--- config.mk ---
export PLATFORM = sky130hd
export DESIGN_NAME = kdss_ctrl
export DESIGN_NICKNAME = d
export VERILOG_FILES = /design/src/kdss_pkg.sv /design/src/kdss_ctrl.sv
export SDC_FILE = /design/constraint.sdc
export NUM_CORES = 1
export LEC_CHECK = 0
export ABC_AREA = 1
export BUFFER_PORTS_ARGS = -buffer_cell sky130_fd_sc_hd__buf_2
export CAP_MARGIN = 5
export CORE_MARGIN = 2
export CORE_UTILIZATION = 43
export DETAILED_ROUTE_END_ITERATION = 12
export PLACE_DENSITY = 0.63
export SLEW_MARGIN = 20
export SYNTH_ARGS = -nofsm -noshare
export SYNTH_HDL_FRONTEND = slang
export SYNTH_SLANG_ARGS = --single-unit
export TNS_END_PERCENT = 5
--- constraint.sdc ---
create_clock -name clk -period 4 [get_ports clk]
set_input_delay 0.6 -clock clk [delete_from_list [all_inputs] [get_ports clk]]
set_output_delay 0.6 -clock clk [all_outputs]
set_load 0.02 [all_outputs]
--- src/kdss_pkg.sv ---
// Shared types and constants of the k-th distinct smallest selection core.
// Depends on nothing; used by the controller and the top level.
package kdss_pkg;

    // Operation codes of an input transaction.
    typedef enum logic [1:0] {
        OP_APPEND = 2'd0,
        OP_QUERY  = 2'd1,
        OP_CLEAR  = 2'd2
    } op_t;

    // Controller states.
    typedef enum logic [1:0] {
        ST_IDLE,
        ST_SCAN,
        ST_RESULT
    } state_t;

    // Flipping the sign bit turns signed order into unsigned order.
    localparam logic [31:0] SIGN_FLIP = 32'h8000_0000;

    // Memory port controls from the controller.
    typedef struct packed {
        logic wr_en;
        logic rd_en;
    } mem_ctrl_t;

    // Finished query result handed to the output register.
    typedef struct packed {
        logic               valid;
        logic               empty;
        logic signed [31:0] selected;
    } res_t;

endpackage

--- src/kdss_ctrl.sv ---
// Controller: entry count, operation decode and the rank search over the store.
// Drives kdss_store and returns results as kdss_pkg::res_t. Depends on kdss_pkg.
module kdss_ctrl #(
    parameter int CAPACITY = 256
) (
    input  logic                            clk,
    input  logic                            rst_n,
    input  logic                            in_valid,
    output logic                            in_ready,
    input  logic [1:0]                      operation,
    input  logic signed [31:0]              value,
    input  logic [8:0]                      rank,
    input  logic                            slot_free,
    output kdss_pkg::mem_ctrl_t             mem_ctrl,
    output logic [$clog2(CAPACITY)-1:0]     waddr,
    output logic [31:0]                     wdata,
    output logic [$clog2(CAPACITY)-1:0]     raddr,
    input  logic [31:0]                     rdata,
    output kdss_pkg::res_t                  res
);

    localparam int AW = $clog2(CAPACITY);
    localparam int CW = $clog2(CAPACITY + 1);

    kdss_pkg::state_t state_reg, state_next;
    logic [CW-1:0] count_reg, count_next;
    logic [CW-1:0] idx_reg, idx_next;
    logic          issue_reg, issue_next;
    logic          rvalid_reg, rvalid_next;
    logic          rlast_reg, rlast_next;
    logic          have_reg, have_next;
    logic          min_pass_reg, min_pass_next;
    logic          empty_reg, empty_next;
    logic [8:0]    steps_reg, steps_next;
    logic [31:0]   best_reg, best_next;
    logic [31:0]   cur_reg, cur_next;

    logic [31:0]   key;
    logic          take;
    logic [31:0]   best_sel;
    logic          have_sel;

    // Control state.
    always_ff @(posedge clk or negedge rst_n)
    begin
        if (!rst_n)
        begin
            state_reg  <= kdss_pkg::ST_IDLE;
            count_reg  <= '0;
            issue_reg  <= 1'b0;
            rvalid_reg <= 1'b0;
        end
        else
        begin
            state_reg  <= state_next;
            count_reg  <= count_next;
            issue_reg  <= issue_next;
            rvalid_reg <= rvalid_next;
        end
    end

    // Search datapath registers.
    always_ff @(posedge clk)
    begin
        idx_reg      <= idx_next;
        rlast_reg    <= rlast_next;
        have_reg     <= have_next;
        min_pass_reg <= min_pass_next;
        empty_reg    <= empty_next;
        steps_reg    <= steps_next;
        best_reg     <= best_next;
        cur_reg      <= cur_next;
    end

    // Candidate test on the entry read back from the store. The minimum
    // pass takes any smaller key; later passes only keys above the current.
    assign key      = rdata ^ kdss_pkg::SIGN_FLIP;
    assign take     = rvalid_reg && (min_pass_reg || (key > cur_reg))
                      && (!have_reg || (key < best_reg));
    assign best_sel = take ? key : best_reg;
    assign have_sel = have_reg || take;

    assign waddr = count_reg[AW-1:0];
    assign wdata = value;
    assign raddr = idx_reg[AW-1:0];

    // Result transaction, offered while the output slot is free.
    assign res.valid    = (state_reg == kdss_pkg::ST_RESULT) && slot_free;
    assign res.empty    = empty_reg;
    assign res.selected = signed'(cur_reg ^ kdss_pkg::SIGN_FLIP);

    assign in_ready = (state_reg == kdss_pkg::ST_IDLE);

    // Next state and memory controls.
    always_comb
    begin
        state_next     = state_reg;
        count_next     = count_reg;
        idx_next       = idx_reg;
        issue_next     = issue_reg;
        rvalid_next    = 1'b0;
        rlast_next     = rlast_reg;
        have_next      = have_reg;
        min_pass_next  = min_pass_reg;
        empty_next     = empty_reg;
        steps_next     = steps_reg;
        best_next      = best_reg;
        cur_next       = cur_reg;
        mem_ctrl.wr_en = 1'b0;
        mem_ctrl.rd_en = 1'b0;

        unique case (state_reg)
            kdss_pkg::ST_IDLE:
            begin
                if (in_valid)
                begin
                    unique case (operation)
                        kdss_pkg::OP_APPEND:
                        begin
                            // Appends beyond capacity are dropped.
                            if (count_reg < CW'(CAPACITY))
                            begin
                                mem_ctrl.wr_en = 1'b1;
                                count_next     = count_reg + 1'b1;
                            end
                        end
                        kdss_pkg::OP_CLEAR:
                        begin
                            count_next = '0;
                        end
                        kdss_pkg::OP_QUERY:
                        begin
                            if (count_reg == '0)
                            begin
                                // Empty set: selected reads as zero.
                                empty_next = 1'b1;
                                cur_next   = kdss_pkg::SIGN_FLIP;
                                state_next = kdss_pkg::ST_RESULT;
                            end
                            else
                            begin
                                empty_next    = 1'b0;
                                steps_next    = (rank > 9'd1) ? rank - 9'd1 : 9'd0;
                                min_pass_next = 1'b1;
                                have_next     = 1'b0;
                                idx_next      = '0;
                                issue_next    = 1'b1;
                                state_next    = kdss_pkg::ST_SCAN;
                            end
                        end
                        default:
                        begin
                            // Unused code: no effect.
                        end
                    endcase
                end
            end

            kdss_pkg::ST_SCAN:
            begin
                // Issue one read a cycle until the last stored entry.
                if (issue_reg)
                begin
                    mem_ctrl.rd_en = 1'b1;
                    idx_next       = idx_reg + 1'b1;
                    rlast_next     = (idx_reg == count_reg - 1'b1);
                    if (idx_reg == count_reg - 1'b1)
                    begin
                        issue_next = 1'b0;
                    end
                end
                rvalid_next = issue_reg;

                // Fold in returned data; decide at the end of each pass.
                if (rvalid_reg && rlast_reg)
                begin
                    have_next = 1'b0;
                    if (!have_sel)
                    begin
                        // Nothing above the current value: it is the maximum.
                        state_next = kdss_pkg::ST_RESULT;
                    end
                    else
                    begin
                        cur_next = best_sel;
                        if ((min_pass_reg && (steps_reg == 9'd0))
                            || (!min_pass_reg && (steps_reg == 9'd1)))
                        begin
                            state_next = kdss_pkg::ST_RESULT;
                        end
                        else
                        begin
                            if (!min_pass_reg)
                            begin
                                steps_next = steps_reg - 9'd1;
                            end
                            min_pass_next = 1'b0;
                            idx_next      = '0;
                            issue_next    = 1'b1;
                        end
                    end
                end
                else if (rvalid_reg)
                begin
                    best_next = best_sel;
                    have_next = have_sel;
                end
            end

            kdss_pkg::ST_RESULT:
            begin
                if (slot_free)
                begin
                    state_next = kdss_pkg::ST_IDLE;
                end
            end

            default:
            begin
                state_next = kdss_pkg::ST_IDLE;
            end
        endcase
    end

endmodule

Yosys cells after proc, flatten, opt, wreduce, memory -nomap -nowiden
Index checks and enable logic that the tools add are counted.

Register bits after elaboration: 99. Bits of input ports: 79. Logic and storage cells: 131.

$add $sub $neg: 5. Magnitude comparators: 4. Eq/ne operators: 18. Muxes and demuxes: 61. Bitwise operators: 3. Reductions and logical operators: 28.

Operator list (count): $mux 32 (6); $mux 9 (16); $pmux 32 s2 (1); $pmux 9 s2 (3); $gt 32x32->1 (1); $lt 32x32->1 (1); $sub 9x1->9 const B (3); $mux 1 (24); $add 9x1->9 const B (2); $logic_not 9->1 (2); $ne 2x2->1 const B (8); $mux 2 (7); $reduce_and 5->1 (2); $eq 9x1->1 const B (1); $eq 9x9->1 (1); $gt 9x1->1 const B (1); $lt 9x9->1 const B (1); $reduce_and 4->1 (2); $reduce_and 8->1 (1); $reduce_and 7->1 (1); $logic_and 1x1->1 (6); $ne 3x3->1 const B (2); $pmux 1 s2 (3); $pmux 2 s3 (1); 11 further kinds (23).

Logic depth before layout (Yosys ltp)
Gate-level depths: netlist of the first run.

Depth in word-level cells: 9. Mapped depth: 20. Depth with buffers taken out: 20.

Worst setup path before layout of the first run
Ideal clock, no wire load.

Kind: register to register. Start: register rvalid_reg. End: register best_reg[0], enable pin. Setup time: 0.461 ns. Data arrival time: 3.110 ns. Data required time: 3.539 ns. Slack: 0.428 ns. Cell stages (with the launch flop): 5. Buffers on the path: 2. Period minus slack after synthesis: 3.572 ns. Cell sequence: dfrtp_1 > buf_2 > clkbuf_1 > inv_1 > nor3_1.

Cells in the longest elaborated chain, start to end: 3.

RTL lines: start, declared (line kdss_ctrl.sv:29) `logic rvalid_reg, rvalid_next;`; start signal, assigned (line kdss_ctrl.sv:58) `rvalid_reg <= rvalid_next;`; $logic_and 1x1->1 (line kdss_ctrl.sv:175) `if (rvalid_reg && rlast_reg)`; $not 1->1 (no source line); $reduce_and 3->1 (no source line) *; end signal, assigned (line kdss_ctrl.sv:71) `best_reg <= best_next;`; end, declared (line kdss_ctrl.sv:35) `logic [31:0] best_reg, best_next;`.

Every way passes the cells marked *; elsewhere a longest branch is shown, timed or not. A chain may end at the register's enable or synchronous reset.

Worst setup path in the final report of the first run
Start: input rdata[31]. End: register cur_reg[8], enable pin.

Cells in the longest elaborated chain, start to end: 8. Elaborated cells on any way between the ends: 10. Classes of those cells: order compare: 2; eq/ne: 1; bitwise: 1; reduce/logical: 6.

RTL lines: start, declared (line kdss_ctrl.sv:18) `input logic [31:0] rdata,`; $not 1->1 (no source line) *; $gt 32x32->1 (line kdss_ctrl.sv:78) `assign take = rvalid_reg && (min_pass_reg || (key > cur_reg))`; $logic_or 1x1->1 (line kdss_ctrl.sv:78); $logic_and 1x1->1 (line kdss_ctrl.sv:78); $logic_and 1x1->1 * (line kdss_ctrl.sv:79) `&& (!have_reg || (key < best_reg));`; $logic_or 1x1->1 * (line kdss_ctrl.sv:81) `assign have_sel = have_reg || take;`; $ne 2x2->1 (no source line) *; $reduce_and 6->1 (no source line) *; end signal, assigned (line kdss_ctrl.sv:72) `cur_reg <= cur_next;`; end, declared (line kdss_ctrl.sv:36) `logic [31:0] cur_reg, cur_next;`.

Marked as above.

==> run_results.csv, run 1 <==
group,metric,value,unit
worst_setup_path,required_time_at_the_endpoint_of_the_critical_path,4.03,ns
placement,port_buffers,99,
clock_network,cts_root_buf,"sky130_fd_sc_hd__clkbuf_16",
clock_network,cts_buffer_depth,2,
global_routing,antenna_found_initial,0,
sta,setup_viol,0,
clock_network,h-tree-depth,3,
drt,drt.antenna.violating_nets,0,
final_layout,areaGrowthSynthToFinish,5.31,%
worst_setup_path,critical_path.cell_chain,"buf_2 > inv_1 > ha_1 > nand2_1 > nor2_1 > nand2_1 > nor2_1 > nand2_1 > nand2_1 > nand2_1 > nand2_4 > nand2_2 > nand3_2 > nand3_1 > inv_1 > buf_4",
die,design.portCount,164,
final_layout,ratio_of_cells_with_drive_above_1_in_the_final_layout,14.9,%
final_layout,antenna_cells_inserted,0,
clock_network,cts-resized-gates,0,
sta,final_min_period_over_clock_period,69.3,%
worst_setup_path,worst-path-max-fanout,34,
min_path,hold_class,"in2async",
clock_network,clk_transition_reported_paths,0.07,ns
drt,wire_per_inst,13.0,µm
drt,drt-total-wl,15.0,mm
drt,routed_via_density,4.67,
sta,fmax,361,MHz
sta,timing.slew.headroom,54.4,%
logic_synthesis,synth.largest_area_cell,"sky130_fd_sc_hd__edfxtp_1",
logic_synthesis,synth.avg_cell_area,8.17,µm²
worst_setup_path,worstRegToRegCells,15,
worst_setup_path,critPathLaunchType,"input port",
power,vdd.ir_drop.worst,185,µV
die,dieHeight,135,µm
die,floorplan_die_area,0.0183,mm²
logic_synthesis,post-synth-top-area-fraction,34.8,%
drt,drt_first_iter_violations,248,
die,initial_utilization,43.5,%
logic_synthesis,ys_warn_count,0,
power,combinationalPowerShare,5.1,%
power,switching_share,22.7,%
logic_synthesis,gate_count_of_the_mapped_netlist,908,
logic_synthesis,synth_sequential_area_ratio,39.2,%
clock_network,tritoncts_num_sinks,99,
placement,place_congestion,0.804,
sta,report.final.slew_viol_count,0,
sta,rsz0062_at_grt,"false",
logic_synthesis,netlist_top_cells_area,"sky130_fd_sc_hd__edfxtp_1 (35%), sky130_fd_sc_hd__ha_1 (12%), sky130_fd_sc_hd__inv_1 (9.4%)",
placement,placed_cells,1139,
power,power_density,259,mW/mm²
run_status,result_of_the_run,"complete, no violations",
logic_synthesis,synth.cell_area,0.00742,mm²
global_routing,grt_start_max_net_pins,41,
global_routing,first_pass_grt_wire_length,24.6,mm
clock_network,post_cts.repair.setup_buffers,0,
power,net-switching-power,0.461,mW
logic_synthesis,syn-num-nets,1057,
drt,drc,0,
power,internal-power,1.57,mW
worst_setup_path,worstPathArrival,2.80,ns
sta,tns,0,ns
clock_network,cts_hold_repair.buffers,0,
worst_setup_path,timing.critical_path.to_type,"register",
final_layout,area.sequential,0.00291,mm²
global_routing,grt_pass1_vias,5165,
logic_synthesis,yosys_register_bits,99,
drt,via_count,5396,
final_layout,final-instance-count-excl-fill,1155,
die,core.rowCount,48,
sta,worst_pin_slew,0.666,ns
power,p_leak,3.96,nW
flow_run,number_of_max_cap_violations,0,
worst_setup_path,critical-path-slowest-cell,"sky130_fd_sc_hd__nand2_4",
final_layout,fin_nets,1074,
sta,final.min_clock_period,2.77,ns
final_layout,multi_input_area,0.00309,mm²
die,fp.coreArea,0.0171,mm²
sta,hold_viol_final,0,
worst_setup_path,criticalPathCategory,"in2reg",
power,power.share.clock,40.3,%
worst_setup_path,max_stage_delay,0.33,ns
power,seq_power_share,54.6,%
global_routing,grt_remaining_overflow,0,
clock_network,cts_tree,"yes",
clock_network,cts-buffers-inserted,9,
global_routing,grt.total_usage,16.9,%
clock_network,clk-insertion-delay-late,0.35,ns
worst_setup_path,crit_top_cell,"sky130_fd_sc_hd__nand2_1",
drt,dr.pass1.iters,4,
die,fp.dieW,135,µm
worst_setup_path,worstReg2RegEnd,"cur_reg[8]",
logic_synthesis,post_synth_num_cell_types,39,
final_layout,fillcell_total,1752,
sta,finClkSkew,0.00944,ns
worst_setup_path,r2r_start,"cur_reg[31]",
worst_setup_path,reg2reg_setup_slack,1.24,ns
placement,dpl.hpwl,11.0,mm
## layout make-up
cell class / count / area share [%]
Multi-Input combinational cell: 520 / 39.6
Inverter: 188 / 9.03
Timing Repair Buffer: 107 / 7.11
Tap cell: 225 / 3.60
Sequential cell: 99 / 37.2
Clock inverter: 7 / 0.545
Clock buffer: 9 / 2.88
## routing by layer
| layer | track usage, % | up-vias | wire [µm] |
|---|---|---|---|
| li1 | - | 2856 | - |
| met1 | 22.2 | 2428 | 7110 |
| met2 | 28.5 | 98 | 7070 |
| met3 | 2.84 | 14 | 589 |
| met4 | 5.21 | 0 | 193 |
| met5 | 0 | - | 0 |
## stage by stage
| stage | setup WS (ns) | power [mW] | instance area (µm²) | hold WS, ns | utilization, % |
|---|---|---|---|---|---|
| final | 1.23 | 2.03 | 7810 | 0.136 | 45.8 |
| after global routing | 0.998 | 2.10 | 7810 | 0.158 | 45.8 |
| after CTS | 1.16 | 2.05 | 7810 | 0.134 | 45.8 |
| after detailed placement | 0.803 | 1.23 | 7540 | 0.515 | 44.2 |
| after global placement | 0.843 | 1.23 | 7540 | 0.511 | 44.2 |
| after floorplan | 0.428 | 1.23 | 7420 | 0.304 | - |
## synth_stat cells
master	instances
sky130_fd_sc_hd__o21ai_1	1
sky130_fd_sc_hd__ha_1	70
sky130_fd_sc_hd__o31a_1	1
sky130_fd_sc_hd__buf_6	3
sky130_fd_sc_hd__nand3_4	1
sky130_fd_sc_hd__o21ai_0	21
sky130_fd_sc_hd__a31oi_1	1
sky130_fd_sc_hd__nor4_1	3
sky130_fd_sc_hd__nor2_1	88
sky130_fd_sc_hd__nor3b_1	3
sky130_fd_sc_hd__nand2_4	1
sky130_fd_sc_hd__buf_4	81
sky130_fd_sc_hd__o21a_1	2
sky130_fd_sc_hd__o22ai_1	5
sky130_fd_sc_hd__xor2_1	23
sky130_fd_sc_hd__a21o_1	2
sky130_fd_sc_hd__nand3_2	1
sky130_fd_sc_hd__a21oi_1	36
sky130_fd_sc_hd__mux2i_1	1
sky130_fd_sc_hd__nand2_2	4
sky130_fd_sc_hd__buf_2	8
sky130_fd_sc_hd__edfxtp_1	86
sky130_fd_sc_hd__or2_2	1
sky130_fd_sc_hd__nor2_2	2
sky130_fd_sc_hd__nor3_2	2
sky130_fd_sc_hd__dfrtp_1	13
sky130_fd_sc_hd__nor3_1	15
sky130_fd_sc_hd__nand2_1	161
sky130_fd_sc_hd__nand3_1	20
sky130_fd_sc_hd__nand4_1	41
sky130_fd_sc_hd__a211oi_1	1
sky130_fd_sc_hd__inv_2	3
sky130_fd_sc_hd__inv_1	185
sky130_fd_sc_hd__o211ai_1	1
sky130_fd_sc_hd__xnor2_1	8
sky130_fd_sc_hd__nor2_4	2
sky130_fd_sc_hd__a2111oi_0	1
sky130_fd_sc_hd__o221ai_1	1
sky130_fd_sc_hd__clkbuf_1	9
## critical path: cells and delay by family
kind	cells	cell delay [ns]
and+or+nand+nor	11	1.37
adders and majority gates	1	0.30
buffers and inverters	4	0.52
## cells in the final DEF, fill, tap and decap left out, drive strengths merged, types with 2 or more instances in the layout
cell / netlist / layout
nor2: 92 / 92
dfrtp: 13 / 13
ha: 70 / 70
clkinv: 0 / 5
nand3: 22 / 22
a21oi: 36 / 36
nand2: 166 / 166
xor2: 23 / 23
o22ai: 5 / 5
nor3b: 3 / 3
inv: 188 / 189
nor3: 17 / 17
o21a: 2 / 2
a21o: 2 / 2
nor4: 3 / 3
nand4: 41 / 41
clkbuf: 9 / 9
edfxtp: 86 / 86
xnor2: 8 / 8
buf: 92 / 107
o21ai: 22 / 22
## logic make-up after synthesis
family	count (synthesis)	synth area share (%)
AOI/OAI and AO/OA	73	5.38
xor gates and xnor gates	31	3.66
adders and majority gates	70	11.8
buffers and inverters	289	19.2
DFF	99	39.2
muxes	1	0.135
and+or+nand+nor	345	20.7
## worst max-delay path by stage
stage / from / cells after the start / endpoint
6_report: rdata[31] / 16 / cur_reg[8]
5_1_grt: cur_reg[15] / 17 / cur_reg[8]
4_1_cts: rdata[31] / 16 / cur_reg[10]
3_5_place_dp: rdata[31] / 16 / cur_reg[21]
3_3_place_gp: rdata[31] / 16 / cur_reg[20]
2_1_floorplan: rvalid_reg / 4 / best_reg[0]
## power by group through the flow
stage          Clock [mW]  Sequential, mW  Combinational, mW
5_1_grt             0.876            1.11              0.121
3_3_place_gp            0            1.13              0.103
4_1_cts             0.839            1.11              0.105
3_5_place_dp            0            1.13              0.105
2_1_floorplan           0            1.13             0.0991
6_report            0.817            1.11              0.103
(Power assumes the default switching activity.)
==> run 2, diff against run 1 <==
--- a/config.mk
+++ b/config.mk
@@ -5,7 +5,7 @@
 export SDC_FILE = /design/constraint.sdc
 export NUM_CORES = 1
 export LEC_CHECK = 0
-export ABC_AREA = 1
+export ABC_AREA = 0
 export BUFFER_PORTS_ARGS = -buffer_cell sky130_fd_sc_hd__buf_2
 export CAP_MARGIN = 5
 export CORE_MARGIN = 2
==> constraint.sdc (replaced) <==
create_clock -name clk -period 2.6 [get_ports clk]
set_input_delay 0.39 -clock clk [delete_from_list [all_inputs] [get_ports clk]]
set_output_delay 0.39 -clock clk [all_outputs]
set_load 0.02 [all_outputs]
==> run_results.csv, run 2 <==
group,metric,value,unit
clock_network,cts_root_buf,"sky130_fd_sc_hd__clkbuf_16",
logic_synthesis,synth.avg_cell_area,9.86,µm²
logic_synthesis,yosys_register_bits,99,
logic_synthesis,synth_compound_gate_area_share,7.66,%
clock_network,cts-buffers-inserted,9,
sta,final_min_period_over_clock_period,116,%
clock_network,clk_transition_reported_paths,0.07,ns
logic_synthesis,yosysMostFrequentCell,"sky130_fd_sc_hd__nand2_1",
logic_synthesis,post-synth-top-area-fraction,34.5,%
sta,setup_viol,117,
final_layout,ratio_of_cells_with_drive_above_1_in_the_final_layout,34.0,%
run_status,result_of_the_run,"complete, but fails checks",
power,p_leak,4.26,nW
logic_synthesis,netlist_top_cells_area,"sky130_fd_sc_hd__edfxtp_1 (34%), sky130_fd_sc_hd__ha_1 (12%), sky130_fd_sc_hd__buf_4 (8.2%)",
worst_setup_path,reg2reg_setup_slack,-0.41,ns
logic_synthesis,synth_ff_type,"sky130_fd_sc_hd__edfxtp_1",
final_layout,post-route-cell-area,0.00919,mm²
final_layout,fin_nets,1036,
power,seq_power_share,31.7,%
worst_setup_path,critPathLaunchType,"register",
drt,drc,0,
worst_setup_path,timing.critical_path.to_type,"register",
run_status,failed_checks,"negative setup slack",
logic_synthesis,synth.cell_area,0.00749,mm²
die,initial_utilization,43.6,%
worst_setup_path,worstPathArrival,3.12,ns
logic_synthesis,synth_fa_ha_area_share,11.7,%
sta,rsz0062_at_grt,"true",
power,vdd.ir_drop.worst,609,µV
logic_synthesis,synthArstFlopShare,13.1,%
drt,routed_via_density,5.03,
final_layout,layout_commonest_cell,"sky130_fd_sc_hd__buf_4",
clock_network,cts_tree,"yes",
die,core.rowCount,48,
die,fp.coreArea,0.0172,mm²
min_path,hp-start,"slot_free",
worst_setup_path,worst-path-max-fanout,13,
power,totalPowerFinal,9.58,mW
logic_synthesis,synth_top_family_by_area,"buffers and inverters",
die,dieHeight,136,µm
sta,fmax,332,MHz
global_routing,grt_pass1_vias,5477,
drt,via_count,5623,
flow_run,number_of_max_cap_violations,0,
logic_synthesis,synth_sequential_area_ratio,38.8,%
sta,hold_viol_final,0,
logic_synthesis,syn-num-nets,909,
clock_network,cts_buffer_depth,2,
global_routing,grt_start_max_net_pins,41,
drt,wire_per_inst,14.9,µm
clock_network,tritoncts_num_sinks,99,
die,fp.dieW,136,µm
placement,place_congestion,0.778,
drt,dr.pass1.iters,5,
placement,dpl.hpwl,12.2,mm
global_routing,grt_remaining_overflow,0,
final_layout,layout.cells.most_common_list,"sky130_fd_sc_hd__buf_4 (103), sky130_fd_sc_hd__buf_2 (99), sky130_fd_sc_hd__nand2_1 (97), sky130_fd_sc_hd__edfxtp_1 (86), sky130_fd_sc_hd__inv_1 (71)",
die,floorplan_die_area,0.0185,mm²
logic_synthesis,synth.largest_area_cell,"sky130_fd_sc_hd__edfxtp_1",
clock_network,h-tree-depth,3,
power,combinationalPowerShare,53.5,%
global_routing,grt.total_usage,18.7,%
min_path,hold-path-cell-count,3,
worst_setup_path,worstReg2RegEnd,"best_reg[20]",
logic_synthesis,synth.area.mux_share,10.6,%
sta,worst_pin_slew,0.543,ns
worst_setup_path,r2r_start,"cur_reg[27]",
sta,timing.slew.headroom,63.5,%
sta,report.final.slew_viol_count,0,
clock_network,clk-insertion-delay-late,0.36,ns
logic_synthesis,yosys-top-cells-count,"sky130_fd_sc_hd__nand2_1 (97), sky130_fd_sc_hd__edfxtp_1 (86), sky130_fd_sc_hd__buf_4 (82)",
worst_setup_path,criticalPathCategory,"reg2reg",
power,switching_share,38.8,%
sta,finClkSkew,0.0106,ns
sta,post-route-worst-setup-slack,-0.413,ns
power,internal-power,5.87,mW
global_routing,antenna_found_initial,0,
sta,final.min_clock_period,3.01,ns
final_layout,antenna_cells_inserted,0,
min_path,hold_class,"in2reg",
die,design.portCount,164,
logic_synthesis,synth_simple_gate_area_share,13.5,%
worst_setup_path,required_time_at_the_endpoint_of_the_critical_path,2.70,ns
logic_synthesis,synth-edff-count,86,
drt,drt.antenna.violating_nets,0,
logic_synthesis,gate_count_of_the_mapped_netlist,760,
drt,drt_first_iter_violations,278,
placement,preCtsSetupSlack,-0.508,ns
placement,port_buffers,99,
power,net-switching-power,3.72,mW
worst_setup_path,worstRegToRegCells,11,
drt,drt-total-wl,16.6,mm
min_path,hold_end,"state_reg[1]",
final_layout,areaGrowthSynthToFinish,22.6,%
power,power_density,1040,mW/mm²
logic_synthesis,ys_warn_count,0,
global_routing,first_pass_grt_wire_length,26.8,mm
placement,placedInstanceArea,0.00855,mm²
logic_synthesis,post_synth_num_cell_types,52,
power,power.share.clock,14.8,%
logic_synthesis,synth_xor_area_share,4.21,%
## run 2: cell count changes in the layout (fill, tap and decap cells not counted), moves of 13 or more
cell and delta:
sky130_fd_sc_hd__buf_4 +95, sky130_fd_sc_hd__mux2_4 +28, sky130_fd_sc_hd__xnor2_1 +13, sky130_fd_sc_hd__nand4_1 -25, sky130_fd_sc_hd__inv_1 -114, sky130_fd_sc_hd__nand2_1 -64
sky130_fd_sc_hd__nor2_1 -57, sky130_fd_sc_hd__mux2i_1 +31
## run 2: critical path, cell delays in order, from the launching register on
cell and delay [ns]:
sky130_fd_sc_hd__edfxtp_1 0.37, sky130_fd_sc_hd__inv_2 0.05, sky130_fd_sc_hd__ha_4 0.27, sky130_fd_sc_hd__nand4_1 0.18, sky130_fd_sc_hd__or4_4 0.55, sky130_fd_sc_hd__a311o_1 0.27
sky130_fd_sc_hd__a31oi_1 0.18, sky130_fd_sc_hd__or2_1 0.15, sky130_fd_sc_hd__buf_4 0.14, sky130_fd_sc_hd__nand2_8 0.09, sky130_fd_sc_hd__buf_12 0.20, sky130_fd_sc_hd__mux2_4 0.30
## run 2: power by group through the flow
stage	clock (mW)	combinational [mW]	sequential, mW
after detailed placement	0	4.76	3.07
after floorplan	0	3.64	2.94
after CTS	1.45	5.13	3.04
after global routing	1.50	5.67	3.11
after global placement	0	4.65	3.06
final	1.42	5.13	3.04
## run 2: how the worst max path moves through the flow
| stage | endpoint | startpoint | slack [ns] |
|---|---|---|---|
| 2_1_floorplan | cur_reg[0] | rdata[26] | -0.36 |
| 3_3_place_gp | cur_reg[19] | rdata[21] | -0.47 |
| 3_5_place_dp | cur_reg[19] | rdata[21] | -0.51 |
| 4_1_cts | cur_reg[26] | cur_reg[20] | -0.39 |
| 5_1_grt | cur_reg[25] | cur_reg[20] | -0.51 |
| 6_report | best_reg[20] | cur_reg[27] | -0.41 |
## run 2: area by class of cell
cell class / instances / area, µm²
Clock buffer: 10 / 239
Clock inverter: 6 / 72.6
Fill cell: 1601 / 7990
Inverter: 77 / 289
Multi-Input combinational cell: 480 / 3830
Sequential cell: 99 / 2910
Tap cell: 225 / 282
Timing Repair Buffer: 220 / 1570
## run 2: stage by stage
step | util [%] | TNS (ns) | cells | hold WS, ns
after floorplan | - | -21.37 | 760 | 0.0944
after global placement | 49.8 | -49.45 | 1084 | 0.298
after detailed placement | 49.8 | -53.59 | 1084 | 0.301
after CTS | 53.3 | -34.64 | 1116 | 0.365
after global routing | 53.5 | -49.81 | 1117 | 0.381
final | 53.5 | -37.07 | 1117 | 0.366
## run 2: cells by family (layout without fill, tap and decap cells)
family | count (synthesis) | after routing
xor+xnor | 36 | 36
fa+ha+maj | 70 | 70
buf+inv | 181 | 313
flops | 99 | 99
simple gates | 213 | 213
compound gates | 96 | 96
mux | 65 | 65
## run 2: repair_timing
action,4_1_cts,5_1_grt
cloned,3,0
endpoints found under the hold margin,13,0
pin swaps,15,5
resized for setup,25,6
hold buffers,1,0
setup buffers,13,1
setup endpoints to repair,119,119
## run 2: layer usage
layer | track usage (%) | vias to the layer above | wire length, µm | share of wire (%)
li1 | - | 2846 | - | -
met1 | 22.8 | 2649 | 7310 | 44
met2 | 33.1 | 114 | 8280 | 50
met3 | 4.66 | 14 | 741 | 4.5
met4 | 4.80 | 0 | 262 | 1.6
met5 | 0 | - | 0 | 0
==> run 3, diff against run 2 <==
--- a/config.mk
+++ b/config.mk
@@ -11,6 +11,7 @@
 export CORE_MARGIN = 2
 export CORE_UTILIZATION = 43
 export DETAILED_ROUTE_END_ITERATION = 12
+export MAX_ROUTING_LAYER = met4
 export PLACE_DENSITY = 0.63
 export SLEW_MARGIN = 20
 export SYNTH_ARGS = -nofsm -noshare
==> run_results.csv, run 3 (synthesis results as in run 2) <==
group,metric,value,unit
run_status,result_of_the_run,"complete, but fails checks",
run_status,failed_checks,"negative setup slack",
sta,fmax,331,MHz
worst_setup_path,criticalPathCategory,"reg2reg",
global_routing,antenna_found_initial,0,
drt,via_count,5625,
final_layout,multi_input_area,0.00383,mm²
placement,port_buffers,99,
die,core.rowCount,48,
worst_setup_path,setup.worst_path.start,"cur_reg[28]",
sta,timing.slew.headroom,63.4,%
worst_setup_path,critical_path.cell_chain,"inv_1 > ha_1 > nand4_4 > or4_4 > a311o_1 > a31oi_1 > or2_1 > buf_4 > nand2_8 > buf_12 > mux2_4",
final_layout,area.sequential,0.00291,mm²
power,seq_power_share,31.7,%
die,initial_utilization,43.6,%
placement,placedInstanceArea,0.00855,mm²
sta,hold_viol_final,0,
worst_setup_path,critical-path-slowest-cell,"sky130_fd_sc_hd__or4_4",
min_path,hp-start,"slot_free",
die,dieHeight,136,µm
worst_setup_path,critPathLaunchType,"register",
flow_run,number_of_max_cap_violations,0,
clock_network,cts-buffers-inserted,9,
final_layout,layout.cells.most_common_list,"sky130_fd_sc_hd__buf_4 (103), sky130_fd_sc_hd__buf_2 (99), sky130_fd_sc_hd__nand2_1 (97), sky130_fd_sc_hd__edfxtp_1 (86), sky130_fd_sc_hd__inv_1 (71)",
sta,final.min_clock_period,3.02,ns
min_path,hold_class,"in2reg",
drt,wire_per_inst,14.8,µm
power,internal-power,5.87,mW
power,p_leak,4.26,nW
clock_network,cts_root_buf,"sky130_fd_sc_hd__clkbuf_16",
sta,report.final.slew_viol_count,0,
final_layout,utilization,53.5,%
die,fp.dieW,136,µm
worst_setup_path,required_time_at_the_endpoint_of_the_critical_path,2.71,ns
clock_network,clk_transition_reported_paths,0.07,ns
die,floorplan_die_area,0.0185,mm²
drt,dr.pass1.iters,4,
final_layout,areaGrowthSynthToFinish,22.6,%
final_layout,ratio_of_cells_with_drive_above_1_in_the_final_layout,34.0,%
global_routing,grt.total_usage,19.3,%
global_routing,grt_remaining_overflow,0,
placement,dpl.hpwl,12.2,mm
sta,rsz0062_at_grt,"true",
sta,setup_viol,117,
power,switching_share,38.8,%
final_layout,layout_commonest_cell,"sky130_fd_sc_hd__buf_4",
global_routing,first_pass_grt_wire_length,26.8,mm
power,power.share.clock,14.8,%
final_layout,post-route-cell-area,0.00919,mm²
drt,drc,0,
final_layout,antenna_cells_inserted,0,
worst_setup_path,max_stage_delay,0.55,ns
placement,place_congestion,0.790,
sta,final_min_period_over_clock_period,116,%
final_layout,fillcell_total,1601,
die,design.portCount,164,
power,net-switching-power,3.71,mW
power,vdd.ir_drop.worst,609,µV
clock_network,h-tree-depth,3,
clock_network,cts_tree,"yes",
worst_setup_path,timing.critical_path.to_type,"register",
clock_network,cts_buffer_depth,2,
worst_setup_path,r2r_start,"cur_reg[28]",
final_layout,fin_nets,1036,
drt,routed_via_density,5.04,
global_routing,grt_start_max_net_pins,41,
power,combinationalPowerShare,53.5,%
drt,drt_first_iter_violations,277,
worst_setup_path,worst-path-max-fanout,13,
die,fp.coreArea,0.0172,mm²
sta,worst_pin_slew,0.545,ns
drt,drt-total-wl,16.6,mm
sta,finClkSkew,0.0107,ns
clock_network,clk-insertion-delay-late,0.36,ns
power,power_density,1040,mW/mm²
worst_setup_path,worstPathArrival,3.12,ns
drt,drt.antenna.violating_nets,0,
global_routing,grt_pass1_vias,5468,
clock_network,tritoncts_num_sinks,99,
sta,post-route-worst-setup-slack,-0.419,ns
==> run 3: cell counts in the layout (fill, tap and decap cells not counted) <==
Identical to the previous run, type by type.
==> run 3: metal layers <==
metal	vias up	wire length, µm	global-route usage (%)
met1	2648	7340	22.9
met5	-	0	-
met4	0	293	6.19
li1	2847	-	-
met3	17	744	3.47
met2	113	8210	33.1
==> run 3: final timing paths <==
kind / end / slack (ns) / depth (start not counted)
worst max-delay path: best_reg[20] / -0.42 / 11
worst min-delay path: state_reg[1] / 0.37 / 3
max in group asynchronous: count_reg[8] / 1.91 / 2
worst min register to register: count_reg[8] / 0.60 / 2
worst max register to register: best_reg[20] / -0.42 / 11
min in group asynchronous: state_reg[1] / 0.45 / 2
==> run 3: per-stage QoR <==
stage                     setup TNS (ns)  setup WS, ns  hold WS, ns  std cells  total power [mW]
final                             -37.71        -0.419        0.366       1117              9.58
after floorplan                   -21.37        -0.360       0.0944        760              6.58
after CTS                         -34.64        -0.386        0.365       1116              9.62
after detailed placement          -53.59        -0.508        0.301       1084              7.83
after global placement            -49.45        -0.467        0.298       1084              7.71
after global routing              -49.81        -0.507        0.387       1117              10.3
==> run 3: repair_timing <==
| action | 4_1_cts | 5_1_grt |
|---|---|---|
| pin swaps | 15 | 5 |
| gates resized for setup | 25 | 6 |
| hold buffers | 1 | 0 |
| hold endpoints to repair | 13 | 0 |
| gates cloned | 3 | 0 |
| endpoints found under the setup margin | 119 | 119 |
| setup buffers | 13 | 1 |
==> run 3: power groups by stage <==
stage	Combinational (mW)	Sequential [mW]	Clock, mW
final	5.13	3.04	1.41
after global routing	5.67	3.11	1.50
after CTS	5.13	3.04	1.45
after detailed placement	4.76	3.07	0
after global placement	4.65	3.06	0
after floorplan	3.64	2.94	0
==> run 3: final cells by class <==
cell class,instances,area share [%]
Inverter,77,3.15
Clock inverter,6,0.790
Sequential cell,99,31.6
Clock buffer,10,2.60
Multi-Input combinational cell,480,41.7
Timing Repair Buffer,220,17.1
Tap cell,225,3.06
==> run 3: worst max-delay path: cells and delay by family, from the launching register on <==
kind	cells	cell delay, ns
AND/OR/NAND/NOR	4	0.94
AO/OA/AOI/OAI	2	0.45
adder cells (fa/ha/maj)	1	0.31
flip-flops	1	0.37
buffers and inverters	3	0.39
multiplexers	1	0.30
